<file path="src/rtl/slr_pkg.sv">
// Shared types and constants for the string left-rotate block.
// Used by slr_ctrl, slr_dp and string_left_rotate; no dependencies.
package slr_pkg;

    localparam int CHAR_W = 8;
    localparam int AMT_W  = 31;
    localparam int STEP_W = $clog2(AMT_W);
    // slave tdata: char_in then rotate_amount, padded to whole bytes
    localparam int S_TDATA_W = ((CHAR_W + AMT_W + 7) / 8) * 8;

    typedef enum logic [1:0] {
        S_LOAD,
        S_MOD,
        S_READ,
        S_SHOW
    } t_state;

    // controller to datapath
    typedef struct packed {
        logic load;      // input transaction taken
        logic load_last; // ... and it ends the string
        logic div_step;  // one remainder step
        logic rd;        // read store at current index
        logic adv;       // output transaction taken
    } t_cmd;

    // datapath to controller
    typedef struct packed {
        logic div_done;  // final remainder step is this cycle
        logic out_last;  // character on the output ends the string
    } t_sts;

endpackage

</file>
<file path="src/rtl/string_left_rotate.sv">
// Top level of the string left-rotate block.
// Instantiates slr_ctrl and slr_dp; depends on slr_pkg.
//
// Characters stream in one per transaction, one per cycle, into a store of
// MAX_LEN entries; characters beyond MAX_LEN are dropped and flag overflow on
// every output of that string. The transaction with tlast carries the rotate
// amount. The block then reduces the amount modulo the stored length L
// (a bit-serial remainder unit, one amount bit per cycle), and emits the
// rotated string with one store read and one output transaction per
// character. No new string is accepted until the last output character
// has been taken.
module string_left_rotate #(
    parameter int MAX_LEN = 64
) (
    input  logic                          i_clk,
    input  logic                          i_rst_n,
    // slave: [7:0] char_in, [38:8] rotate_amount, [39] zero
    input  logic [slr_pkg::S_TDATA_W-1:0] i_s_tdata,
    input  logic                          i_s_tlast,
    input  logic                          i_s_tvalid,
    output logic                          o_s_tready,
    // master: [7:0] char_out
    output logic [slr_pkg::CHAR_W-1:0]    o_m_tdata,
    output logic                          o_m_tlast,
    // master: [0] overflow
    output logic                          o_m_tuser,
    output logic                          o_m_tvalid,
    input  logic                          i_m_tready
);

    slr_pkg::t_cmd cmd;
    slr_pkg::t_sts sts;

    slr_ctrl u_ctrl (
        .i_clk      (i_clk),
        .i_rst_n    (i_rst_n),
        .i_s_tvalid (i_s_tvalid),
        .i_s_tlast  (i_s_tlast),
        .i_m_tready (i_m_tready),
        .i_sts      (sts),
        .o_s_tready (o_s_tready),
        .o_m_tvalid (o_m_tvalid),
        .o_cmd      (cmd)
    );

    slr_dp #(
        .MAX_LEN (MAX_LEN)
    ) u_dp (
        .i_clk      (i_clk),
        .i_rst_n    (i_rst_n),
        .i_cmd      (cmd),
        .i_char     (i_s_tdata[slr_pkg::CHAR_W-1:0]),
        .i_amount   (i_s_tdata[slr_pkg::CHAR_W +: slr_pkg::AMT_W]),
        .o_sts      (sts),
        .o_char     (o_m_tdata),
        .o_overflow (o_m_tuser)
    );

    assign o_m_tlast = sts.out_last;

endmodule

</file>
<file path="src/rtl/slr_ctrl.sv">
// Controller for the string left-rotate block: load, modulo, emit sequence.
// Depends on slr_pkg.
module slr_ctrl (
    input  logic          i_clk,
    input  logic          i_rst_n,
    input  logic          i_s_tvalid,
    input  logic          i_s_tlast,
    input  logic          i_m_tready,
    input  slr_pkg::t_sts i_sts,
    output logic          o_s_tready,
    output logic          o_m_tvalid,
    output slr_pkg::t_cmd o_cmd
);

    slr_pkg::t_state r_state;
    slr_pkg::t_state n_state;

    // state register
    always_ff @(posedge i_clk) begin
        if (!i_rst_n) begin
            r_state <= slr_pkg::S_LOAD;
        end else begin
            r_state <= n_state;
        end
    end

    // next state
    always_comb begin
        n_state = r_state;
        case (r_state)
            slr_pkg::S_LOAD: begin
                if (i_s_tvalid && i_s_tlast) begin
                    n_state = slr_pkg::S_MOD;
                end
            end
            slr_pkg::S_MOD: begin
                if (i_sts.div_done) begin
                    n_state = slr_pkg::S_READ;
                end
            end
            slr_pkg::S_READ: begin
                n_state = slr_pkg::S_SHOW;
            end
            slr_pkg::S_SHOW: begin
                if (i_m_tready) begin
                    n_state = i_sts.out_last ? slr_pkg::S_LOAD : slr_pkg::S_READ;
                end
            end
            default: begin
                n_state = slr_pkg::S_LOAD;
            end
        endcase
    end

    // outputs and commands
    always_comb begin
        o_s_tready      = 1'b0;
        o_m_tvalid      = 1'b0;
        o_cmd           = '0;
        case (r_state)
            slr_pkg::S_LOAD: begin
                o_s_tready      = 1'b1;
                o_cmd.load      = i_s_tvalid;
                o_cmd.load_last = i_s_tvalid && i_s_tlast;
            end
            slr_pkg::S_MOD: begin
                o_cmd.div_step = 1'b1;
            end
            slr_pkg::S_READ: begin
                o_cmd.rd = 1'b1;
            end
            slr_pkg::S_SHOW: begin
                o_m_tvalid = 1'b1;
                o_cmd.adv  = i_m_tready;
            end
            default: begin
                o_cmd = '0;
            end
        endcase
    end

endmodule

</file>
<file path="src/rtl/slr_dp.sv">
// Datapath for the string left-rotate block: character store, fill count,
// bit-serial remainder unit and output index. Depends on slr_pkg.
module slr_dp #(
    parameter int MAX_LEN = 64
) (
    input  logic                       i_clk,
    input  logic                       i_rst_n,
    input  slr_pkg::t_cmd              i_cmd,
    input  logic [slr_pkg::CHAR_W-1:0] i_char,
    input  logic [slr_pkg::AMT_W-1:0]  i_amount,
    output slr_pkg::t_sts              o_sts,
    output logic [slr_pkg::CHAR_W-1:0] o_char,
    output logic                       o_overflow
);

    localparam int ADDR_W = $clog2(MAX_LEN);
    localparam int CNT_W  = ADDR_W + 1;

    logic [slr_pkg::CHAR_W-1:0] r_mem [MAX_LEN];
    logic [slr_pkg::CHAR_W-1:0] r_rd_data;
    logic [CNT_W-1:0]           r_fill;
    logic                       r_ovf;
    logic [slr_pkg::AMT_W-1:0]  r_amt;
    logic [slr_pkg::STEP_W-1:0] r_step;
    logic [ADDR_W-1:0]          r_idx;
    logic [CNT_W-1:0]           r_k;
    logic                       r_out_last;

    logic                       full;
    logic [CNT_W-1:0]           rem_sh;
    logic [ADDR_W-1:0]          n_rem;
    logic [CNT_W-1:0]           idx_inc;

    assign full = (r_fill == CNT_W'(MAX_LEN));

    // one restoring remainder step: shift in next amount bit, subtract length
    always_comb begin
        rem_sh = {r_idx, r_amt[slr_pkg::AMT_W-1]};
        if (rem_sh >= r_fill) begin
            n_rem = ADDR_W'(rem_sh - r_fill);
        end else begin
            n_rem = ADDR_W'(rem_sh);
        end
    end

    assign idx_inc = CNT_W'(r_idx) + CNT_W'(1);

    // character store, registered read
    always_ff @(posedge i_clk) begin
        if (i_cmd.load && !full) begin
            r_mem[r_fill[ADDR_W-1:0]] <= i_char;
        end
        if (i_cmd.rd) begin
            r_rd_data <= r_mem[r_idx];
        end
    end

    // fill count and overflow flag
    always_ff @(posedge i_clk) begin
        if (!i_rst_n) begin
            r_fill <= '0;
            r_ovf  <= 1'b0;
        end else if (i_cmd.adv && r_out_last) begin
            r_fill <= '0;
            r_ovf  <= 1'b0;
        end else if (i_cmd.load) begin
            if (full) begin
                r_ovf <= 1'b1;
            end else begin
                r_fill <= r_fill + CNT_W'(1);
            end
        end
    end

    // remainder unit, then output index walk
    always_ff @(posedge i_clk) begin
        if (i_cmd.load_last) begin
            r_amt  <= i_amount;
            r_step <= '0;
            r_idx  <= '0;
            r_k    <= '0;
        end else if (i_cmd.div_step) begin
            r_amt  <= {r_amt[slr_pkg::AMT_W-2:0], 1'b0};
            r_step <= r_step + slr_pkg::STEP_W'(1);
            r_idx  <= n_rem;
        end else if (i_cmd.adv) begin
            r_idx <= (idx_inc == r_fill) ? '0 : idx_inc[ADDR_W-1:0];
            r_k   <= r_k + CNT_W'(1);
        end
    end

    // last marker for the character being read
    always_ff @(posedge i_clk) begin
        if (i_cmd.rd) begin
            r_out_last <= ((r_k + CNT_W'(1)) == r_fill);
        end
    end

    assign o_sts.div_done = (r_step == slr_pkg::STEP_W'(slr_pkg::AMT_W - 1));
    assign o_sts.out_last = r_out_last;
    assign o_char         = r_rd_data;
    assign o_overflow     = r_ovf;

endmodule

</file>
<file path="config.mk">
export PLATFORM = sky130hd
export DESIGN_NAME = string_left_rotate
export DESIGN_NICKNAME = d
export VERILOG_FILES = /design/src/rtl/slr_pkg.sv /design/src/rtl/string_left_rotate.sv /design/src/rtl/slr_ctrl.sv /design/src/rtl/slr_dp.sv
export SDC_FILE = /design/constraint.sdc
export NUM_CORES = 1
export LEC_CHECK = 0
export BUFFER_PORTS_ARGS = -buffer_cell sky130_fd_sc_hd__buf_2
export CAP_MARGIN = 20
export CORE_UTILIZATION = 55
export CTS_BUF_LIST = sky130_fd_sc_hd__clkbuf_8
export CTS_CLUSTER_DIAMETER = 100
export DETAILED_ROUTE_END_ITERATION = 6
export GPL_TIMING_DRIVEN = 0
export PLACE_DENSITY_LB_ADDON = 0.15
export SLEW_MARGIN = 40
export SYNTH_ARGS = -nofsm -noshare
export SYNTH_HDL_FRONTEND = slang
export SYNTH_HIERARCHICAL = 1
export SYNTH_SLANG_ARGS = --single-unit
</file>
<file path="constraint.sdc">
create_clock -name i_clk -period 5.98 [get_ports i_clk]
set_input_delay 0.299 -clock i_clk [delete_from_list [all_inputs] [get_ports i_clk]]
set_output_delay 0.299 -clock i_clk [all_outputs]
set_load 0.005 [all_outputs]
</file>
* Yosys cells after proc, flatten, opt, wreduce, memory -nomap -nowiden *
Memories as Yosys holds them, arrays and structs flattened. A register that Yosys moved wholly into a read port is not among the register bits.
Index checks and enable logic that the tools add are counted.
W data, S select, Z words.

storage, ports and cells
  bits in registers = 60
  latch bits = 0
  bits in writable memories = 512
  memory bits (read-only) = 0
  bits of input ports = 45
  memories = 1

operators by class
  $add $sub $neg = 5
  $mul = 0
  div/mod/pow operators = 0
  $lt $le $gt $ge = 1
  equality and inequality tests = 10
  shift-type cells = 0
  muxes and demuxes = 19
  bitwise logic cells = 3
  reduce and logical (&&, ||, !) cells = 12

memory list
  memory      words  bits a word  read ports  clocked after memory_dff  write ports  line          text
  u_dp.r_mem  64     8            1           1                         1            slr_dp.sv:19  logic [slr_pkg::CHAR_W-1:0] r_mem [MAX_LEN];

operators by type and width
  kind                   count
  $mux W31               2
  $mux W6                4
  $add A7 B1 Y7 const B  2
  $eq A7 B7 Y1           2
  $mux W2                5
  $pmux W2 S4            1
  $add A6 B1 Y7 const B  1
  $eq A7 B7 Y1 const B   1
  $ge A7 B7 Y1           1
  $mux W1                7
  $reduce_and A2 Y1      3
  $sub A6 B6 Y6          1
  $add A5 B1 Y5 const B  1
  $eq A5 B5 Y1 const B   1
  $eq A2 B2 Y1 const B   2
  $ne A2 B2 Y1 const B   2
  $reduce_bool A2 Y1     2
  $logic_and A1 B1 Y1    3
  $not A1 Y1             3
  $reduce_and A3 Y1      1
  $eq A2 B1 Y1 const B   1
  $logic_not A2 Y1       1
  $ne A2 B1 Y1 const B   1
  $reduce_or A2 Y1       1
  $logic_not A1 Y1       1

* Depth between registers and ports, before layout *
Gate-level depths: netlist of the first run.

  depth after elaboration = 5
  depth in mapped cells = 11
  gate-level depth less buffers = 9

* By module *
Netlist of the first run, hierarchy kept.

modules (own cells, without submodules)
  module    times used  cells each  area each (sq um)  seq. area each (sq um)
  slr_dp    1           1199        23274.8            17096.4
  slr_ctrl  1           18          152.6              40.0

* Least setup slack after synthesis of the first run *
OpenSTA, ideal clock, no wires.

  kind = reg2reg
  start point = reg u_dp.r_fill[1]
  end point = mem u_dp/r_mem[59][0] (netlist bit) (enable)
  arrival time = 2.073 ns
  setup slack = 3.536 ns
  cell stages (with the launch flop) = 9
  clock period less this slack = 2.444 ns
  cells stage by stage = dfxtp_1 clkbuf_1 inv_1 ha_1 nand2_1 nor2_1 nor3b_1 nand3_1 nor2_1

on the way
  longest elaborated chain between the ends = 5

RTL lines
  item                           line          text
  from (decl)                    slr_dp.sv:21  logic [CNT_W-1:0] r_fill;
  from (signal assigned)         slr_dp.sv:70  r_fill <= r_fill + CNT_W'(1);
  $eq A7 B7 Y1                   slr_dp.sv:34  assign full = (r_fill == CNT_W'(MAX_LEN));
  $logic_not A1 Y1               slr_dp.sv:50  if (i_cmd.load && !full) begin
  $logic_and A1 B1 Y1            slr_dp.sv:50
  $mux W1                        slr_dp.sv:50
  $mux W1 (not written as such)  slr_dp.sv:51  r_mem[r_fill[ADDR_W-1:0]] <= i_char;
  to (decl)                      slr_dp.sv:19

Several ways; a longest one is shown, not always the timed one.

* Worst setup path in the final report of the first run *
  start point = reg u_dp.r_fill[4]
  end point = mem u_dp/r_mem[51][1] (netlist bit) (enable)

The elaborated chain is that of the path after synthesis.

==> metrics.yaml, run 1 <==
ff2ff_setup_slack_ps: 2080
timing.max_cap.violations: 0
clk_latency_ps: 670
vias_in_the_first_global_route: 12500
dp.final_hpwl_um: 33200
postSynth.topFlopCell: "edfxtp_1"
powerDensity_mw_per_mm2: 378
pwr-share-clk_pct: 31.5
result_of_the_run: "complete, no violations"
die_width_um: 208
critPathKind: "reg -> reg"
first_iter_violations: 1285
max_clock_freq_mhz: 256
combinationalPowerShare_pct: 22.9
cts_tree: "built"
final_antenna_net_count: 0
number_of_gates_given_a_new_drive_strength_after_cts: 0
post-synth-top-count-cell: "edfxtp_1"
cts_buffers: 93
power_leakage_nw: 8.61
startpoint_type: "register"
flip_flop_and_latch_count_after_synthesis: 580
synth_area_per_cell_sq_um: 19.3
nets: 1460
routed_wirelength_um: 53000
core_area_sq_mm: 0.0419
synth_enable_flop_cells: 552
detailed_route_vias_per_instance: 6.17
clock_sinks: 580
timing.setup.tns_ps: 0
synth_sequential_area_ratio_pct: 73.1
clk_pin_slew_ps: 60
gp_congestion: 0.872
yosysWarningCount: 6
holdCritStartpoint: "i_s_tdata[4]"
syn_inst: 1217
final.setup.worst_slack_ps: 2080
crit_arrival_ps: 4190
final_routed_drc_violation_total: 0
r2r_cells: 7
yosysTopAreaCellShare_pct: 70.8
worst-path-max-fanout: 10
finalSetupViolations: 0
net_switching_fraction_of_the_power_pct: 28.9
area_growth_pct: 13.4
r2r_end: "u_dp/r_mem[51][1]$_DFFE_PP_"
synth_common_cells: "552 x edfxtp_1, 144 x mux4_2, 95 x nor2_1"
synth_async_sr_flop_share_pct: 0
grt_antenna_before_repair: 0
synth_largest_area_cell: "edfxtp_1"
finish.cell_count_without_fillers: 2019
wire_per_inst_um: 26.2
dr_total_vias: 12500
power_frac_seq_pct: 45.6
grt_start_max_net_pins: 65
synth_nets: 1276
final.setup_skew_ps: 30.2
io-pin-count: 57
dpl.cell_count: 1811
global_route.overflow_total: 0
htreeDepth: 3
global_route_wire_length_before_repair_um: 78100
timing.final.crit_share_pct: 65.3
min_path_cells: 1
portBuffers: 55
diodes: 0
die_height_um: 208
mappedNetlistArea_sq_mm: 0.0234
p_int_mw: 7.14
clk_path_buf_depth: 3
gr-usage-all-layers_pct: 25.0
worst_r2r_startpoint: "u_dp/r_fill[4]$_SDFFE_PP0P_"
timing.hold.worst.class: "in -> reg"
drv_slew: 0
start_util_pct: 55.9
max-slew-margin-rel_pct: 33.4
design.die.area_sq_mm: 0.0434
detailedRoute.firstPassIterationCount: 6
hold_viol: 0
rsz0062_at_grt: "no"
clk_root_buffer_cell: "clkbuf_8"
tightest_slew_ps: 996
setup.worst_path.end_class: "register"
std_cell_rows: 75
min_period_ps: 3900
dominant_cells_by_area_after_synthesis: "edfxtp_1 71%, mux4_2 14%, dfxtp_1 2.4%"
synth.distinct_cells: 57
final_layout_size_suffix_gt1_share_pct: 28.9
min_to: "u_dp/r_mem[60][4]$_DFFE_PP_"
worstPathRequired_ps: 6270
worst_ir_drop_vdd_v: 0.000177
detailedPlace.worstSlack_ps: 2240
switching_power_mw: 2.90
registers in the layout, indices dropped and copies added (netlist names):
signal,flops
u_dp/o_char,8
u_dp/r_out_last,1
u_dp/r_amt,31
u_dp/r_mem,512
u_dp/r_idx,6
u_dp/r_k,7
u_dp/r_step,5
u_dp/o_overflow,1
u_dp/r_fill,7
u_ctrl/r_state,2
cells by family (layout without fill, tap and decap cells):
kind of cell,after synthesis,after routing,share of synthesized area (%)
compound gates,101,101,2.92
xor+xnor,34,34,1.27
fa+ha+maj,14,14,0.780
buf+inv,86,349,1.68
flops,580,580,73.1
mux,189,189,16.0
simple gates,213,213,4.22
per-stage QoR:
stage	area, sq um	hold WS (ps)	utilization (%)	total power, mW
2_1_floorplan	23400	398	-	6.16
3_3_place_gp	24400	474	58.1	6.90
3_5_place_dp	24400	479	58.2	6.93
4_1_cts	26500	139	63.2	10.1
5_1_grt	26600	173	63.3	10.4
6_report	26600	160	63.3	10.0
layout make-up:
type                    count  area (sq um)
plain buffers              68           332
multi-input cells         551          5980
inverters                  18          67.6
clock buffers              97          1340
clock inverters            77           409
fillers                  2959         15400
flip-flops and latches    580         17100
well taps                 539           674
repair buffers             89           636
worst max-delay path, stage by stage (launching register included):
cell      delay (ps)
dfxtp_1          300
buf_2            230
clkinv_1         330
nand3_2          380
nor2_1           160
nor3b_1          390
nand3_1          800
nor2_1           940
routing by layer:
layer,GRT usage [%],routed length (um),vias up
li1,-,-,5348
met1,35.0,21700,6459
met2,39.4,25700,535
met3,4.91,3910,108
met4,9.71,1640,0
met5,0,0,-
power by group through the flow:
stage,combinational [mW],sequential [mW],clock [mW]
final,2.30,4.57,3.16
after global routing,2.43,4.58,3.40
after CTS,2.30,4.57,3.24
after detailed placement,2.27,4.66,0
after global placement,2.24,4.66,0
after floorplan,1.51,4.64,0
what timing repair did:
item | in CTS | in global routing
endpoints found under the hold margin | 33 | 0
setup buffers | 0 | 0
endpoints found under the setup margin | 0 | 0
hold buffers | 34 | 0
how the worst max path moves through the flow:
stage | slack (ps) | start | endpoint
2_1_floorplan | 3540 | u_dp/r_fill[1]$_SDFFE_PP0P_ | u_dp/r_mem[59][0]$_DFFE_PP_
3_3_place_gp | 2250 | u_dp/r_fill[4]$_SDFFE_PP0P_ | u_dp/r_mem[59][1]$_DFFE_PP_
3_5_place_dp | 2240 | u_dp/r_fill[4]$_SDFFE_PP0P_ | u_dp/r_mem[11][5]$_DFFE_PP_
4_1_cts | 2190 | u_dp/r_fill[4]$_SDFFE_PP0P_ | u_dp/r_mem[11][7]$_DFFE_PP_
5_1_grt | 1920 | u_dp/r_fill[4]$_SDFFE_PP0P_ | u_dp/r_mem[3][0]$_DFFE_PP_
6_report | 2080 | u_dp/r_fill[4]$_SDFFE_PP0P_ | u_dp/r_mem[51][1]$_DFFE_PP_
cell usage in the layout, fill, tap and decap left out, types with 29 or more instances in the layout:
| cell type | count |
|---|---|
| inv_1 | 43 |
| clkbuf_1 | 33 |
| mux2_2 | 35 |
| dlygate4sd3_1 | 34 |
| mux4_2 | 144 |
| nand2_1 | 29 |
| buf_2 | 67 |
| nand3_1 | 30 |
| edfxtp_1 | 552 |
| clkbuf_8 | 97 |
| nor2_2 | 33 |
| nor2_1 | 62 |
(Power assumes the default switching activity.)
==> inputs of run 2 (changes only) <==
==> constraint.sdc (replaced) <==
create_clock -name i_clk -period 3.8 [get_ports i_clk]
set_input_delay 0.19 -clock i_clk [delete_from_list [all_inputs] [get_ports i_clk]]
set_output_delay 0.19 -clock i_clk [all_outputs]
set_load 0.005 [all_outputs]
==> run 2 against run 1 <==
- final cell count unchanged
- total power grew 57%
- register-to-register slack worse by 2000 ps
- worst setup slack worse by 2000 ps
- clock skew down 1.7 ps
- global-route usage unchanged
- wire length fell by 0.24%
- non-clock buffer count did not move
- maximum frequency is 5.7% higher
- count of clock-buffer cells in the layout unchanged
- largest cell class unchanged
- critical path depth unchanged
==> metrics.yaml, run 2 (same netlist as run 1, synthesis figures left out) <==
timing.max_cap.violations: 0  # unchanged
timing.hold.worst.class: "in -> reg"
dp.final_hpwl_um: 33200  # unchanged
clk_latency_ps: 670  # about the same
worst_ir_drop_vdd_v: 0.000280  # +58%
max-slew-margin-rel_pct: 41.2  # +7.8 points
gp_congestion: 0.872  # unchanged
final.setup_skew_ps: 28.5  # -1.68 ps
dpl.cell_count: 1811  # unchanged
dr_total_vias: 12400  # -0.18%
startpoint_type: "register"
min_path_cells: 1  # unchanged
critPathKind: "reg -> reg"
r2r_cells: 7  # unchanged
final_routed_drc_violation_total: 0  # unchanged
area_growth_pct: 13.5  # about the same
die_width_um: 208  # unchanged
htreeDepth: 3  # unchanged
layout.cells.most_common_list: "552 x edfxtp_1, 144 x mux4_2, 97 x clkbuf_8"
grt_antenna_before_repair: 0  # unchanged
io-pin-count: 57  # unchanged
layout.filler_cells: 2961  # +0.068%
cts_tree: "built"
std_cell_rows: 75  # unchanged
detailedRoute.firstPassIterationCount: 5  # -1
cell_repeated_most_along_the_worst_path: "nor2_1"
routed_wirelength_um: 52800  # -0.24%
finish.cell_count_without_fillers: 2019  # unchanged
finalHoldWorstSlack_ps: 54.9  # -105 ps
postPlaceCellArea_sq_mm: 0.0244  # unchanged
crit_start: "u_dp/r_fill[4]$_SDFFE_PP0P_"
clk_pin_slew_ps: 60  # about the same
grt_start_max_net_pins: 65  # unchanged
result_of_the_run: "complete, no violations"
max_clock_freq_mhz: 271  # +5.7%
wire_per_inst_um: 26.2  # -0.24%
hold_viol: 0  # unchanged
holdCritStartpoint: "i_s_tdata[4]"
min_period_ps: 3690  # -209 ps
gr-usage-all-layers_pct: 25.0  # unchanged
final_common_cell: "edfxtp_1"
global_route.overflow_total: 0  # unchanged
vias_in_the_first_global_route: 12500  # unchanged
detailed_route_vias_per_instance: 6.16  # -0.18%
first_iter_violations: 1230  # -4.3%
worstPathRequired_ps: 4090  # -2180 ps
finalSetupViolations: 0  # unchanged
rsz0062_at_grt: "yes"
die_height_um: 208  # unchanged
diodes: 0  # unchanged
clk_root_buffer_cell: "clkbuf_8"
setup.worst_path.end_class: "register"
core_area_sq_mm: 0.0419  # unchanged
start_util_pct: 55.9  # unchanged
design.die.area_sq_mm: 0.0434  # unchanged
final_layout_size_suffix_gt1_share_pct: 29.4  # +0.54 points
finish.utilization_pct: 63.4  # about the same
cts_buffers: 93  # unchanged
nets: 1460  # unchanged
critical_path_cell_sequence: "buf_2 > clkinv_1 > nand3_2 > nor2_1 > nor3b_1 > nand2_1 > nor2_1"
worst_r2r_startpoint: "u_dp/r_fill[4]$_SDFFE_PP0P_"
tightest_slew_ps: 879  # -117 ps
clk_path_buf_depth: 3  # unchanged
worst-path-max-fanout: 10  # unchanged
power_leakage_nw: 8.61  # about the same
portBuffers: 55  # unchanged
clock_sinks: 580  # unchanged
finalInstanceArea_sq_mm: 0.0266  # about the same
crit_arrival_ps: 3990  # -200 ps
largest_reg_flops: 512  # unchanged
slowest_delay_ps: 820  # -120 ps
powerDensity_mw_per_mm2: 594  # +57%
final_antenna_net_count: 0  # unchanged
global_route_wire_length_before_repair_um: 78100  # unchanged
drv_slew: 0  # unchanged
timing.final.crit_share_pct: 97.2  # +32 points
crit_path_top_delay_cell: "nor2_1"
-- run 2: cell types whose count changed in the layout (fill, tap and decap cells not counted) --
cell,previous run,this run
nor2_2,33,40
nand3_2,1,2
nor2_1,62,55
nand3_1,30,29
-- run 2: worst max-delay path: cells and delay by family, from the launching register on --
family	cells	cell delay [ps]
buf+inv	2	550
simple gates	5	2480
flops	1	300
-- run 2: path summary, 6_finish.rpt --
kind / slack (ps) / end
max: 110 / u_dp/r_mem[0][5]$_DFFE_PP_
min: 50 / u_dp/r_mem[60][4]$_DFFE_PP_
max reg2reg: 110 / u_dp/r_mem[0][5]$_DFFE_PP_
min reg2reg: 500 / u_dp/o_overflow$_SDFFE_PP0P_
-- run 2: final cells by class --
class                      instances  area, sq um  share of cell area (%)
inverter                          18         67.6                   0.254
multi-input combinational        551         6000                    22.6
clock buffer                      97         1340                    5.02
sequential                       580        17100                    64.4
timing repair buffer              89          636                    2.39
clock inverter                    77          409                    1.54
tap                              539          674                    2.54
buffer                            68          332                    1.25
-- run 2: power breakdown --
group          switching, mW  internal [mW]  total, mW  leakage, nW
Sequential            0.0582           7.14       7.19         5.21
Clock                   2.39           2.58       4.97         1.01
Combinational           2.12           1.51       3.63         2.39
-- run 2: stage by stage --
step / setup TNS (ps) / total power, mW / setup slack [ps]
finish: 0 / 15.8 / 106
detailed placement: 0 / 10.9 / 59.7
global placement: 0 / 10.9 / 72.8
CTS: 0 / 15.9 / 13.5
floorplan: 0 / 9.69 / 1360
global route: -5810 / 16.4 / -98.9
-- run 2: layer usage --
metal  wire length [um]  GRT usage, %
met3               4050          4.91
met1              21600          35.0
met4               1780          9.71
met5                  0             0
met2              25500          39.4
-- run 2: repair_timing --
action	CTS	global route
setup endpoints to repair	0	64
buffers inserted	0	0
resized for setup	0	8
hold endpoints to repair	41	0
hold buffers	34	0
==> inputs of run 3 (changes only) <==
--- a/config.mk
+++ b/config.mk
@@ -5,8 +5,9 @@
 export SDC_FILE = /design/constraint.sdc
 export NUM_CORES = 1
 export LEC_CHECK = 0
-export BUFFER_PORTS_ARGS = -buffer_cell sky130_fd_sc_hd__buf_2
+export BUFFER_PORTS_ARGS = -buffer_cell sky130_fd_sc_hd__clkbuf_2
 export CAP_MARGIN = 20
+export CORE_ASPECT_RATIO = 1.4
 export CORE_UTILIZATION = 55
 export CTS_BUF_LIST = sky130_fd_sc_hd__clkbuf_8
 export CTS_CLUSTER_DIAMETER = 100
==> run 3 against run 2 <==
- clock skew decreased by 0.91 ps
- clock power decreased by 9.5%
- final cell count shrank 0.84%
- via count shrank 1.3%
- sequential share of layout area up 0.65 points
- register-to-register slack got worse by 50 ps
- count of clock-buffer cells in the layout shrank 4
- worst hold slack improved by 130 ps
- critical path type unchanged
- largest cell class unchanged
- highest routed layer unchanged
==> metrics.yaml, run 3 (same netlist as run 1, synthesis figures left out) <==
timing.final.crit_share_pct: 98.6  # +1.4 points
cell_family_contributing_the_most_delay_on_the_critical_path: "simple AND/OR/NAND/NOR gates"
rsz0062_at_grt: "yes"
crit_arrival_ps: 4020  # +30 ps
wl_met1_um: 20100  # -6.7%
start_util_pct: 55.7  # -0.19 points
core_area_sq_mm: 0.0421  # +0.35%
finalHoldWorstSlack_ps: 185  # +130 ps
final_common_cell: "edfxtp_1"
power_frac_seq_pct: 47.0  # +1.4 points
tightest_slew_ps: 920  # +40.9 ps
postPlaceCellArea_sq_mm: 0.0244  # about the same
max_clock_freq_mhz: 267  # -1.4%
io-pin-count: 57  # unchanged
worst_ir_drop_vdd_v: 0.000246  # -12%
finalInstanceArea_sq_mm: 0.0263  # -1.0%
slowest_delay_ps: 860  # +40 ps
result_of_the_run: "complete, no violations"
first_iter_violations: 1194  # -2.9%
die_height_um: 246  # +18%
nets: 1452  # -0.55%
max-slew-margin-rel_pct: 38.5  # -2.7 points
final_antenna_net_count: 0  # unchanged
cts_buffers: 85  # -8.6%
worst-path-max-fanout: 8  # -2
timing.max_cap.violations: 0  # unchanged
route.met3.wl_um: 3070  # -24%
global_route.overflow_total: 0  # unchanged
pwr-share-clk_pct: 29.4  # -2.1 points
critical_path_cell_sequence: "clkbuf_1 > inv_1 > ha_1 > nand2_1 > nor2_1 > nor3b_1 > nand2_1 > nor2_1"
grt_antenna_before_repair: 1  # +1
clk_pin_slew_ps: 60  # about the same
global_route_wire_length_before_repair_um: 78500  # +0.49%
std_cell_rows: 89  # +19%
final.setup_skew_ps: 27.6  # -0.908 ps
timing.setup.tns_ps: 0  # unchanged
crit_path_top_delay_cell: "nor2_1"
finish.utilization_pct: 62.5  # -0.85 points
portBuffers: 55  # unchanged
p_int_mw: 10.9  # -3.0%
route.top_layer_used: "met4"
detailedPlace.worstSlack_ps: 30.5  # -29.2 ps
area_growth_pct: 12.4
dr_total_vias: 12300  # -1.3%
largest_reg_flops: 512  # unchanged
layout.filler_cells: 2974  # +0.44%
grt_start_max_net_pins: 65  # unchanged
layout.cells.most_common_list: "552 x edfxtp_1, 144 x mux4_2, 93 x clkbuf_8"
finalSetupViolations: 0  # unchanged
switching_power_mw: 4.41  # -3.4%
gp_congestion: 0.876  # +0.52%
final.setup.worst_slack_ps: 52.0  # -54.1 ps
clk_root_buffer_cell: "clkbuf_8"
hold_viol: 0  # unchanged
combinationalPowerShare_pct: 23.6  # +0.6 points
critPathKind: "reg -> reg"
powerDensity_mw_per_mm2: 581  # -2.1%
cts_tree: "built"
min_period_ps: 3750  # +54.1 ps
crit_buf_inv: 2  # unchanged
clk_path_buf_depth: 3  # unchanged
detailedRoute.firstPassIterationCount: 7  # +2
vias_in_the_first_global_route: 12400  # -1.2%
gr-usage-all-layers_pct: 25.7  # +0.69 points
setup.worst_path.end_class: "register"
drv_slew: 0  # unchanged
final_layout_size_suffix_gt1_share_pct: 27.6  # -1.8 points
clock_sinks: 580  # unchanged
die_width_um: 176  # -15%
startpoint_type: "register"
design.die.area_sq_mm: 0.0434  # about the same
final_routed_drc_violation_total: 0  # unchanged
net_switching_fraction_of_the_power_pct: 28.8  # -0.089 points
power_leakage_nw: 8.47  # -1.7%
detailed_route_vias_per_instance: 6.13  # -0.45%
timing.hold.worst.class: "in -> reg"
worstPathRequired_ps: 4070  # -20 ps
met2WireLength_um: 29000  # +14%
dp.final_hpwl_um: 35100  # +5.9%
htreeDepth: 3  # unchanged
wire_per_inst_um: 27.0  # +3.0%
routed_wirelength_um: 54000  # +2.2%
clk_latency_ps: 650  # -20 ps
run 3: area by class of cell:
| cell class | instances | area (sq um) | share of cell area (%) |
|---|---|---|---|
| Antenna cell | 1 | 2.50 | 0.00950 |
| Timing Repair Buffer | 89 | 636 | 2.41 |
| Multi-Input combinational cell | 551 | 5950 | 22.6 |
| Clock buffer | 93 | 1280 | 4.86 |
| Inverter | 18 | 67.6 | 0.257 |
| Buffer | 68 | 332 | 1.26 |
| Clock inverter | 56 | 236 | 0.898 |
| Tap cell | 546 | 683 | 2.59 |
| Sequential cell | 580 | 17100 | 65.1 |
run 3: power by group through the flow:
stage                     Clock (mW)  Combinational, mW  Sequential (mW)
after global routing            4.89               3.81             7.21
after detailed placement           0               3.58             7.33
after floorplan                    0               2.38             7.31
after global placement             0               3.52             7.34
final                           4.50               3.61             7.20
after CTS                       4.63               3.61             7.20
run 3: timing repair:
action / 4_1_cts / 5_1_grt
endpoints found under the setup margin: 0 / 145
resized for setup: 0 / 7
buffers inserted: 0 / 0
hold buffers: 34 / 0
hold endpoints to repair: 33 / 0
run 3: tightest hold or removal path: stages:
cell and delay, ps:
clkbuf_2 80, nand2_1 90, nor3_1 110, nand2b_1 170
o22ai_1 150
run 3: final timing paths:
check	depth (start not counted)	slack [ps]	start	to
max	8	50	u_dp/r_fill[1]$_SDFFE_PP0P_	u_dp/r_mem[2][2]$_DFFE_PP_
min	5	190	i_s_tlast	u_dp/r_idx[2]$_SDFFE_PP0P_
max reg2reg	8	50	u_dp/r_fill[1]$_SDFFE_PP0P_	u_dp/r_mem[2][2]$_DFFE_PP_
min reg2reg	2	460	u_dp/o_overflow$_SDFFE_PP0P_	u_dp/o_overflow$_SDFFE_PP0P_
run 3: layer usage:
metal  track usage (%)  vias up
met3              4.34       96
met5                 0        -
met1              30.7     6409
li1                  -     5310
met2              45.8      452
met4              11.1        0
run 3: per-stage QoR:
step / power (mW) / cells
after floorplan: 9.69 / 1217
after global placement: 10.9 / 1818
final: 15.3 / 2002
after detailed placement: 10.9 / 1818
after global routing: 15.9 / 2002
after CTS: 15.4 / 2001
